[config.mk]
export PLATFORM = sky130hd
export DESIGN_NAME = frnq_ram
export DESIGN_NICKNAME = d
export VERILOG_FILES = /design/src/hw/rtl/fixed_radius_neighbor_query_assert.svh /design/src/hw/rtl/frnq_ram.sv
export SDC_FILE = /design/constraint.sdc
export NUM_CORES = 1
export LEC_CHECK = 0
export BUFFER_PORTS_ARGS = -buffer_cell sky130_fd_sc_hd__clkbuf_2
export CORE_ASPECT_RATIO = 1.1
export CORE_MARGIN = 2
export CORE_UTILIZATION = 49
export DETAILED_ROUTE_END_ITERATION = 8
export PLACE_DENSITY = 0.65
export SLEW_MARGIN = 20
export SYNTH_ARGS = -nofsm -noshare
export SYNTH_HDL_FRONTEND = slang
export SYNTH_SLANG_ARGS = --single-unit
[constraint.sdc]
create_clock -name clock -period 4.08 [get_ports clock]
set_input_delay 0.408 -clock clock [delete_from_list [all_inputs] [get_ports clock]]
set_output_delay 0.408 -clock clock [all_outputs]
set_load 0.01 [all_outputs]
[src/hw/rtl/fixed_radius_neighbor_query_assert.svh]
// ----------------------------------------------------------------------------
// fixed_radius_neighbor_query_assert.svh
// Assertion shorthands for the neighbor query block. The asserting module
// must have signals named clock and reset (synchronous, active high).
// ----------------------------------------------------------------------------
`ifndef FIXED_RADIUS_NEIGHBOR_QUERY_ASSERT_SVH
`define FIXED_RADIUS_NEIGHBOR_QUERY_ASSERT_SVH

// Consequent checked in the same cycle as the antecedent.
`define FRNQ_ASSERT_SAME(lbl, ante, cons, msg) \
   lbl: assert property (@(posedge clock) disable iff (reset) (ante) |-> (cons)) \
      else $error(msg);

// Consequent checked in the cycle after the antecedent.
`define FRNQ_ASSERT_NEXT(lbl, ante, cons, msg) \
   lbl: assert property (@(posedge clock) disable iff (reset) (ante) |=> (cons)) \
      else $error(msg);

`endif

[src/hw/rtl/frnq_ram.sv]
// ----------------------------------------------------------------------------
// frnq_ram
// Generic single-clock RAM: one write port, one read port, registered read.
// ----------------------------------------------------------------------------
`timescale 1ns / 1ps

module frnq_ram #(
   parameter int WIDTH = 8,
   parameter int DEPTH = 32,
   localparam int ADDR_W = (DEPTH > 1) ? $clog2(DEPTH) : 1
) (
   input  logic              clock,
   input  logic              wr_en,
   input  logic [ADDR_W-1:0] wr_addr,
   input  logic [WIDTH-1:0]  wr_data,
   input  logic              rd_en,
   input  logic [ADDR_W-1:0] rd_addr,
   output logic [WIDTH-1:0]  rd_data
);

   logic [WIDTH-1:0] mem_ff [DEPTH];
   logic [WIDTH-1:0] rd_data_ff;

   always_ff @(posedge clock) begin
      if (wr_en) begin
         mem_ff[wr_addr] <= wr_data;
      end
      if (rd_en) begin
         rd_data_ff <= mem_ff[rd_addr];
      end
   end

   assign rd_data = rd_data_ff;

endmodule

==> flow_summary.json <==
{
  "grt_max_degree": 65,
  "fin_crit_ns": 2.153,
  "max_stage_delay_ns": 0.63,
  "drt_iter0_drc": 461,
  "cts_resized": 0,
  "final_cell_mix": "edfxtp_1, mux4_2, nor2_1",
  "min_from": "rd_en",
  "synth_fp_nets": 438,
  "post_cts_buffers": 0,
  "hp-class": "in2reg",
  "hold_viol_final": 0,
  "grt_pass1_vias": 4590,
  "synth-xor-area-share_pct": 0,
  "cts_buffers": 25,
  "clkTransAtPathRegs_ns": 0.06,
  "drive_above_1_share_pct": 33.76,
  "vias_per_cell": 5.968,
  "timing.hold.ws_ns": 0.3055,
  "area_growth_pct": 12.74,
  "critPathTopFamily": "multiplexers",
  "p_total_mw": 5.820,
  "tns_ns": 0,
  "grt.busiest_layer": "met2",
  "ioPinCount": 29,
  "finalCritPeriodShare_pct": 52.78,
  "crit_path_start_kind": "input port",
  "dp.cells": 683,
  "reg2reg_slack_ns": 2.13,
  "synthSimpleGateAreaFrac_pct": 2.050,
  "placed_area_um2": 10530,
  "yosys_warnings": 0,
  "slew_headroom_pct": 40.06,
  "antenna_cells": 0,
  "grt_usage_pct": 18.53,
  "avgSynthCellArea_um2": 24.30,
  "syn-cell-area_um2": 10130,
  "use_met3_pct": 3.777,
  "synth-compound-area-share_pct": 0,
  "dr.pass1.iters": 5,
  "synthDistinctLibCells": 14,
  "rsz0062_at_grt": "false",
  "synth_top_family_by_area": "multiplexers",
  "r2r-end": "rd_data[5]$_DFFE_PP_",
  "rr_worst_depth": 3,
  "cp_max_fo": 64,
  "cp-end-kind": "register",
  "clock-sinks": 264,
  "crit_buf_inv": 2,
  "portBuffers": 28,
  "ant_nets": 0,
  "critPathArrivalTime_ns": 2.42,
  "gr-usage-met2_pct": 28.73,
  "holdPathEnd": "rd_data[6]$_DFFE_PP_",
  "place_congestion": 0.7417,
  "synth_cells": 417,
  "antenna_found_initial": 0,
  "status": "completed",
  "num-fill-cells": 1484,
  "synth_largest_area_cell": "edfxtp_1",
  "grt-ovfl-total": 0,
  "finClkSkew_ns": 0.006407,
  "synth_seq_area_share_pct": 78.23,
  "worstSetupPathType": "in2reg",
  "dieHeight_um": 154.8,
  "synth_seq_cells": 264,
  "synth_mux_area_share_pct": 18.67,
  "report.final.setup_viol": 0,
  "num_rows": 55,
  "cts_max_level": 1,
  "cts_tree": "yes",
  "dieWidth_um": 141.1,
  "max_freq_ghz": 0.4644,
  "synth_fa_ha_area_share_pct": 0,
  "final_common_cell": "edfxtp_1",
  "multi_input_area_um2": 2100,
  "p_leak_nw": 3.550,
  "grt_pass1_wl_um": 29450,
  "synth_top_area_share_pct": 78.23,
  "rr_startpoint": "mem_ff[31][5]$_DFFE_PP_",
  "synth_area_leaders": "edfxtp_1, mux4_2, nor2_1",
  "ir_drop_mv": 0.3462,
  "clockRootBuffer": "clkbuf_16",
  "clk_latency_ns": 0.51,
  "worst_path_most_repeated_cell": "mux4_2",
  "vias": 4339,
  "holdBufCountCts": 0,
  "start_util_pct": 49.58,
  "fin_cells": 727,
  "wire_per_inst_um": 26.73,
  "drc": 0,
  "dp_hpwl_um": 11850,
  "min_path_cells": 1,
  "regArea_um2": 7928,
  "clockBufferDepth": 3,
  "final_max_slew_viol_count": 0,
  "core_area_um2": 20440,
  "design_area_um2": 11420,
  "cellPowerDensity_nw_per_um2": 509.4,
  "die-area_um2": 21850,
  "wl_um": 19430,
  "critPathRequiredTime_ns": 4.35,
  "tightest_slew_ns": 0.8959,
  "grtUsageMet1_pct": 27.69,
  "crit_path_top_delay_cell": "mux4_2",
  "num-nets-final": 475,
  "cap_viol_max_count": 0,
  "worstPathCellList": "buf_4 > buf_12 > mux4_2 > mux4_2 > mux2_2"
}
==> cells in the mapped netlist <==
master      n
mux2_2      8
nand2_1     1
or3_1       1
buf_6       1
clkbuf_1    6
or3b_2      3
nor2_1     33
mux4_2     80
nand3_1     2
buf_2       1
nand3b_1    5
edfxtp_1  264
buf_1       6
buf_4       6
==> metrics by stage <==
step | util (%) | setup WS (ns)
after global placement | 51.52 | 1.354
after CTS | 55.90 | 1.907
final | 55.90 | 1.927
after detailed placement | 51.52 | 1.350
after global routing | 55.90 | 1.858
after floorplan | - | 1.730
==> worst max-delay path by stage <==
stage,startpoint,endpoint,slack [ns],depth (start not counted)
after CTS,rd_addr[0],rd_data[2]$_DFFE_PP_,1.91,5
after global routing,rd_addr[0],rd_data[2]$_DFFE_PP_,1.86,5
after floorplan,rd_addr[2],rd_data[0]$_DFFE_PP_,1.73,5
after global placement,rd_addr[0],rd_data[2]$_DFFE_PP_,1.35,5
final,rd_addr[0],rd_data[2]$_DFFE_PP_,1.93,5
after detailed placement,rd_addr[0],rd_data[2]$_DFFE_PP_,1.35,5
==> per-layer routing <==
metal | up-vias | routed length, µm
met5 | - | 0
met4 | 0 | 288
met3 | 20 | 1291
met2 | 137 | 9277
met1 | 2320 | 8575
li1 | 1862 | -
==> registers in the layout, summed over array words and instances (netlist names) <==
signal,count
mem_ff,256
rd_data,8
==> cell type report <==
type / instances / share of cell area [%]
repair buffers: 30 / 1.599
flip-flops and latches: 264 / 69.39
multi-input cells: 133 / 18.38
clock buffers: 26 / 5.509
clock inverters: 18 / 2.322
well taps: 256 / 2.804
==> power by group <==
part	leakage, nW	switching (mW)	internal (mW)
Combinational	0.729	0.156	0.118
Sequential	2.38	0.00971	3.03
Clock	0.436	0.950	1.56
==> cells by family after synthesis <==
logic type	Yosys count
multiplexers	88
flip-flops	264
AND/OR/NAND/NOR	45
buffers and inverters	20
==> worst register-to-register path: stages (launching register included) <==
cell and delay [ns]:
edfxtp_1 0.36, mux4_2 0.52, mux4_2 0.54, mux2_2 0.29
No activity file was read; power rests on OpenSTA's default activity.
