File: config.mk
export PLATFORM = sky130hd
export DESIGN_NAME = frnq_lane
export DESIGN_NICKNAME = d
export VERILOG_FILES = /design/src/hw/rtl/fixed_radius_neighbor_query_assert.svh /design/src/hw/rtl/frnq_pkg.sv /design/src/hw/rtl/frnq_lane.sv
export SDC_FILE = /design/constraint.sdc
export NUM_CORES = 2
export LEC_CHECK = 0
export ABC_AREA = 1
export ABC_CLOCK_PERIOD_IN_PS = 11500
export BUFFER_PORTS_ARGS = -buffer_cell sky130_fd_sc_hd__buf_4
export CORE_MARGIN = 4
export CORE_UTILIZATION = 61
export CTS_CLUSTER_SIZE = 40
export DETAILED_ROUTE_END_ITERATION = 16
export PLACE_DENSITY_LB_ADDON = 0.12
export SYNTH_ARGS = -nofsm -noshare
export SYNTH_HDL_FRONTEND = slang
export SYNTH_SLANG_ARGS = --single-unit
File: constraint.sdc
create_clock -name clock -period 11.5 [get_ports clock]
set_input_delay 0.575 -clock clock [delete_from_list [all_inputs] [get_ports clock]]
set_output_delay 0.575 -clock clock [all_outputs]
set_load 0.005 [all_outputs]
File: src/hw/rtl/fixed_radius_neighbor_query_assert.svh
// ----------------------------------------------------------------------------
// fixed_radius_neighbor_query_assert.svh
// Assertion shorthands for the neighbor query block. The asserting module
// must have signals named clock and reset (synchronous, active high).
// ----------------------------------------------------------------------------
`ifndef FIXED_RADIUS_NEIGHBOR_QUERY_ASSERT_SVH
`define FIXED_RADIUS_NEIGHBOR_QUERY_ASSERT_SVH

// Consequent checked in the same cycle as the antecedent.
`define FRNQ_ASSERT_SAME(lbl, ante, cons, msg) \
   lbl: assert property (@(posedge clock) disable iff (reset) (ante) |-> (cons)) \
      else $error(msg);

// Consequent checked in the cycle after the antecedent.
`define FRNQ_ASSERT_NEXT(lbl, ante, cons, msg) \
   lbl: assert property (@(posedge clock) disable iff (reset) (ante) |=> (cons)) \
      else $error(msg);

`endif

File: src/hw/rtl/frnq_pkg.sv
// ----------------------------------------------------------------------------
// frnq_pkg
// Shared types and constants of the fixed-radius neighbor query block.
// ----------------------------------------------------------------------------
`timescale 1ns / 1ps

package frnq_pkg;

   localparam int STORE_DEPTH_DEF   = 1024;
   localparam int GROUP_WIDTH_DEF   = 32;
   localparam int COORD_BITS_DEF    = 24;
   localparam int RADIUS_W          = 50;
   localparam int CMD_W             = 2;

   typedef enum logic [CMD_W-1:0] {
      CMD_CLEAR = 2'd0,
      CMD_LOAD  = 2'd1,
      CMD_QUERY = 2'd2
   } cmd_type;

   typedef enum logic [2:0] {
      ST_IDLE,
      ST_LOAD_RD,
      ST_LOAD_WR,
      ST_RESP,
      ST_SCAN
   } state_type;

   typedef struct packed {
      logic rd_en;
      logic wr_en;
   } ram_ctl_type;

endpackage

File: src/hw/rtl/frnq_lane.sv
// ----------------------------------------------------------------------------
// frnq_lane
// One distance lane: absolute differences, squares, sum, radius compare.
// ----------------------------------------------------------------------------
`timescale 1ns / 1ps

module frnq_lane #(
   parameter int COORD_BITS = frnq_pkg::COORD_BITS_DEF
) (
   input  logic                           clock,
   input  logic                           advance,
   input  logic signed [COORD_BITS-1:0]   query_x,
   input  logic signed [COORD_BITS-1:0]   query_y,
   input  logic signed [COORD_BITS-1:0]   query_z,
   input  logic        [COORD_BITS-1:0]   entry_x,
   input  logic        [COORD_BITS-1:0]   entry_y,
   input  logic        [COORD_BITS-1:0]   entry_z,
   input  logic [frnq_pkg::RADIUS_W-1:0]  radius,
   output logic                           hit
);

   localparam int DIFF_W = COORD_BITS + 1;
   localparam int SQ_W   = 2 * COORD_BITS;
   localparam int SUM_W  = SQ_W + 2;
   localparam int CMP_W  = (SUM_W > frnq_pkg::RADIUS_W) ? SUM_W : frnq_pkg::RADIUS_W;

   logic signed [COORD_BITS-1:0] q_pt [3];
   logic signed [COORD_BITS-1:0] e_pt [3];
   logic signed [DIFF_W-1:0]     diff [3];
   logic        [COORD_BITS-1:0] abs_in [3];
   logic        [COORD_BITS-1:0] abs_ff [3];
   logic        [SQ_W-1:0]       sq_in [3];
   logic        [SQ_W-1:0]       sq_ff [3];
   logic        [SUM_W-1:0]      sum_in;
   logic        [SUM_W-1:0]      sum_ff;

   assign q_pt[0] = query_x;
   assign q_pt[1] = query_y;
   assign q_pt[2] = query_z;
   assign e_pt[0] = $signed(entry_x);
   assign e_pt[1] = $signed(entry_y);
   assign e_pt[2] = $signed(entry_z);

   // |a - b| always fits the coordinate width
   always_comb begin
      for (int a = 0; a < 3; a++) begin
         diff[a]   = DIFF_W'(q_pt[a]) - DIFF_W'(e_pt[a]);
         abs_in[a] = diff[a][DIFF_W-1] ? COORD_BITS'(-diff[a]) : COORD_BITS'(diff[a]);
         sq_in[a]  = abs_ff[a] * abs_ff[a];
      end
      sum_in = SUM_W'(sq_ff[0]) + SUM_W'(sq_ff[1]) + SUM_W'(sq_ff[2]);
   end

   always_ff @(posedge clock) begin
      if (advance) begin
         abs_ff <= abs_in;
         sq_ff  <= sq_in;
         sum_ff <= sum_in;
      end
   end

   assign hit = CMP_W'(sum_ff) <= CMP_W'(radius);

endmodule

==> flow_summary.ini <==
[logic_synthesis]
syn_area_per_cell_um2 = 8.19
yosys.area_share.simple_pct = 14.5
synth_area_leaders = fa_1, inv_1, ha_1
synth_top_area_share_pct = 37.8
synthAdderAreaFrac_pct = 50.3
synth_compound_area_share_pct = 5.36
ys_seq_elements = 263
synth-xor-area-share_pct = 3.39
synth-main-ff-cell = edfxtp_1
synth_top_family_by_area = adder cells
yosys_warnings = 0
synth_mux_area_share_pct = 0
netlist_area_mm2 = 0.0697
synth_edf_count = 263
synthArstFlopShare_pct = 0
syn_inst = 8516
ys_seq_area_share_pct = 11.3
yosys.area.top_type = fa_1
synth_cell_types = 50

[worst_setup_path]
worstSetupPathType = register to register
cp-start-kind = register
crit_top_cell = inv_1
r2r_end = sq_ff[46]
r2r_cells = 27
critPathRequiredTime_ns = 11.91
cp-startpoint = abs_ff[0]
timing.rr.start = abs_ff[0]
cp.arrival_ns = 7.83
r2r_slack_ns = 4.08
cp-end-kind = register
critPathMaxStageDelay_ns = 1.04
crit_path_end = sq_ff[46]
path_max_fanout = 25
cp_slowest_cell = edfxtp_1

[flow_run]
cap_violations = 0

[sta]
setup_viol = 0
clock_skew_ns = 0.0394
relSlewSlack_pct = 16.3
period_minus_slack_ns = 7.42
fin_crit_sh_pct = 64.5
fmax_ghz = 0.135
setup_tns_ns = 0
final_max_slew_viol_count = 0
rsz0062_at_grt = no
hold_viol = 0
max_slew.worst_pin.slew_ns = 1.26

[clock_tree]
cts_setup_buffers = 0
cts_sinks = 263
cts_root_buf = clkbuf_16
clock_latency_ns = 0.61
cts_resized = 0
cts_htree_levels = 2
clockBufferDepth = 3
cts_buffers = 35
path_clk_slew_ns = 0.06
cts_hold_buf = 0
cts_tree = built

[status]
status = finished, final reports clean

[drt]
drc = 0
drt_iter0_markers = 3558
drt_pass1_iterations = 8
antenna_left = 0
wirelength_mm = 173
via_per_inst = 5.27
detail_route.wl_per_cell_um = 17.0
vias = 53700

[floorplan]
chipHeight_um = 346
fp.dieArea_mm2 = 0.120
die_w_um = 346
rows = 123
ios = 197
core_mm2 = 0.113
start_util_pct = 61.7

[global_routing]
grt_pass1_wl_mm = 288
grt_max_degree = 82
grt_overflow = 0
grt_usage_pct = 29.8
antenna_found_initial = 0
first_global_vias = 56900

[cells_and_area]
fillers = 9872
diodes = 0
syn2layout_area_growth_pct = 6.20
layout-drive-gt1-share_pct = 4.24
final_core_util_pct = 65.6
fin_nets = 10900

[hold_path]
hold_path.class = input port to register

[placed_design]
gp_congestion = 0.964
numPortBuffers = 196
post-dp-hpwl_mm = 147
## sequential cells by signal (all words and copies together), names as in the netlist
name / count
abs_ff: 72
sq_ff: 141
sum_ff: 50
## metrics by stage
step	setup slack (ns)	area (um^2)	hold WS, ns	std cells
2_1_floorplan	5.14	69700	0.536	8518
3_3_place_gp	4.22	72900	0.782	10100
3_5_place_dp	4.14	72900	0.782	10100
4_1_cts	4.13	74000	0.498	10200
5_1_grt	3.62	74000	0.521	10200
6_report	4.08	74000	0.536	10200
## per-layer routing
| metal | GRT usage (%) | vias up | part of all wire [%] |
|---|---|---|---|
| li1 | - | 25300 | - |
| met1 | 41.6 | 26300 | 43 |
| met2 | 50.3 | 1775 | 48 |
| met3 | 3.25 | 278 | 6.6 |
| met4 | 7.63 | 0 | 2.7 |
| met5 | 0 | - | 0 |
## cell usage in the layout (no fill, tap or decap), types with 23 or more instances in the layout
master,synthesis,routed
xnor2_1,101,101
nand3_1,190,190
fa_1,1317,1317
a31oi_1,32,32
a21o_1,23,23
nor4_1,26,26
edfxtp_1,263,263
o21a_1,25,25
nand2_1,1709,1709
o21ai_0,181,181
nand4_1,44,44
buf_4,2,251
nor3_1,24,24
nor2_1,421,421
clkbuf_16,0,35
a21oi_1,332,332
xor2_1,167,167
inv_1,2647,2647
ha_1,697,697
## synthesized netlist by cell type, drive strengths merged (21+ instances only)
| cell | count |
|---|---|
| clkbuf | 150 |
| ha | 697 |
| inv | 2650 |
| xnor2 | 101 |
| o21a | 25 |
| nand3b | 21 |
| edfxtp | 263 |
| nand4 | 44 |
| o21ai | 192 |
| nor3 | 27 |
| nand2 | 1726 |
| nor2 | 433 |
| a21o | 23 |
| xor2 | 168 |
| nand3 | 198 |
| nor4 | 26 |
| a31oi | 32 |
| a21oi | 338 |
| fa | 1317 |
## critical path: cells and delay by family (launching register included)
kind                     cells  cell delay [ns]
XOR/XNOR                     1             0.27
AND/OR/NAND/NOR              9             1.30
adder cells (fa/ha/maj)      8             4.04
flip-flops                   1             1.04
buffers and inverters        9             0.54
## how the worst min path moves through the flow
| stage | start | end | slack [ns] | cells after the start |
|---|---|---|---|---|
| 4_1_cts | advance | abs_ff[29] | 0.50 | 1 |
| 5_1_grt | entry_z[0] | abs_ff[0] | 0.52 | 3 |
| 6_report | entry_z[0] | abs_ff[0] | 0.54 | 3 |
| 3_5_place_dp | sq_ff[0] | sum_ff[0] | 0.78 | 3 |
| 2_1_floorplan | abs_ff[0] | sq_ff[0] | 0.54 | 0 |
| 3_3_place_gp | sq_ff[0] | sum_ff[0] | 0.78 | 3 |
## kinds of logic after synthesis
group,after synthesis
AOI/OAI and AO/OA,673
adders and majority gates,2014
other,1
xor gates and xnor gates,269
and+or+nand+nor,2491
buffers and inverters,2805
DFF,263
## final cells by class
cell class	instances	area (um^2)	area share (%)
Inverter	2650	9950	13.4
Timing Repair Buffer	252	1900	2.57
Tap cell	1500	1880	2.53
Clock buffer	38	887	1.20
Sequential cell	263	7900	10.7
Multi-Input combinational cell	5450	51300	69.2
Clock inverter	25	262	0.353
Power is left out: the tool's default activity adds up to more than one toggle a clock period on the data nets, which glitch-free logic cannot reach.
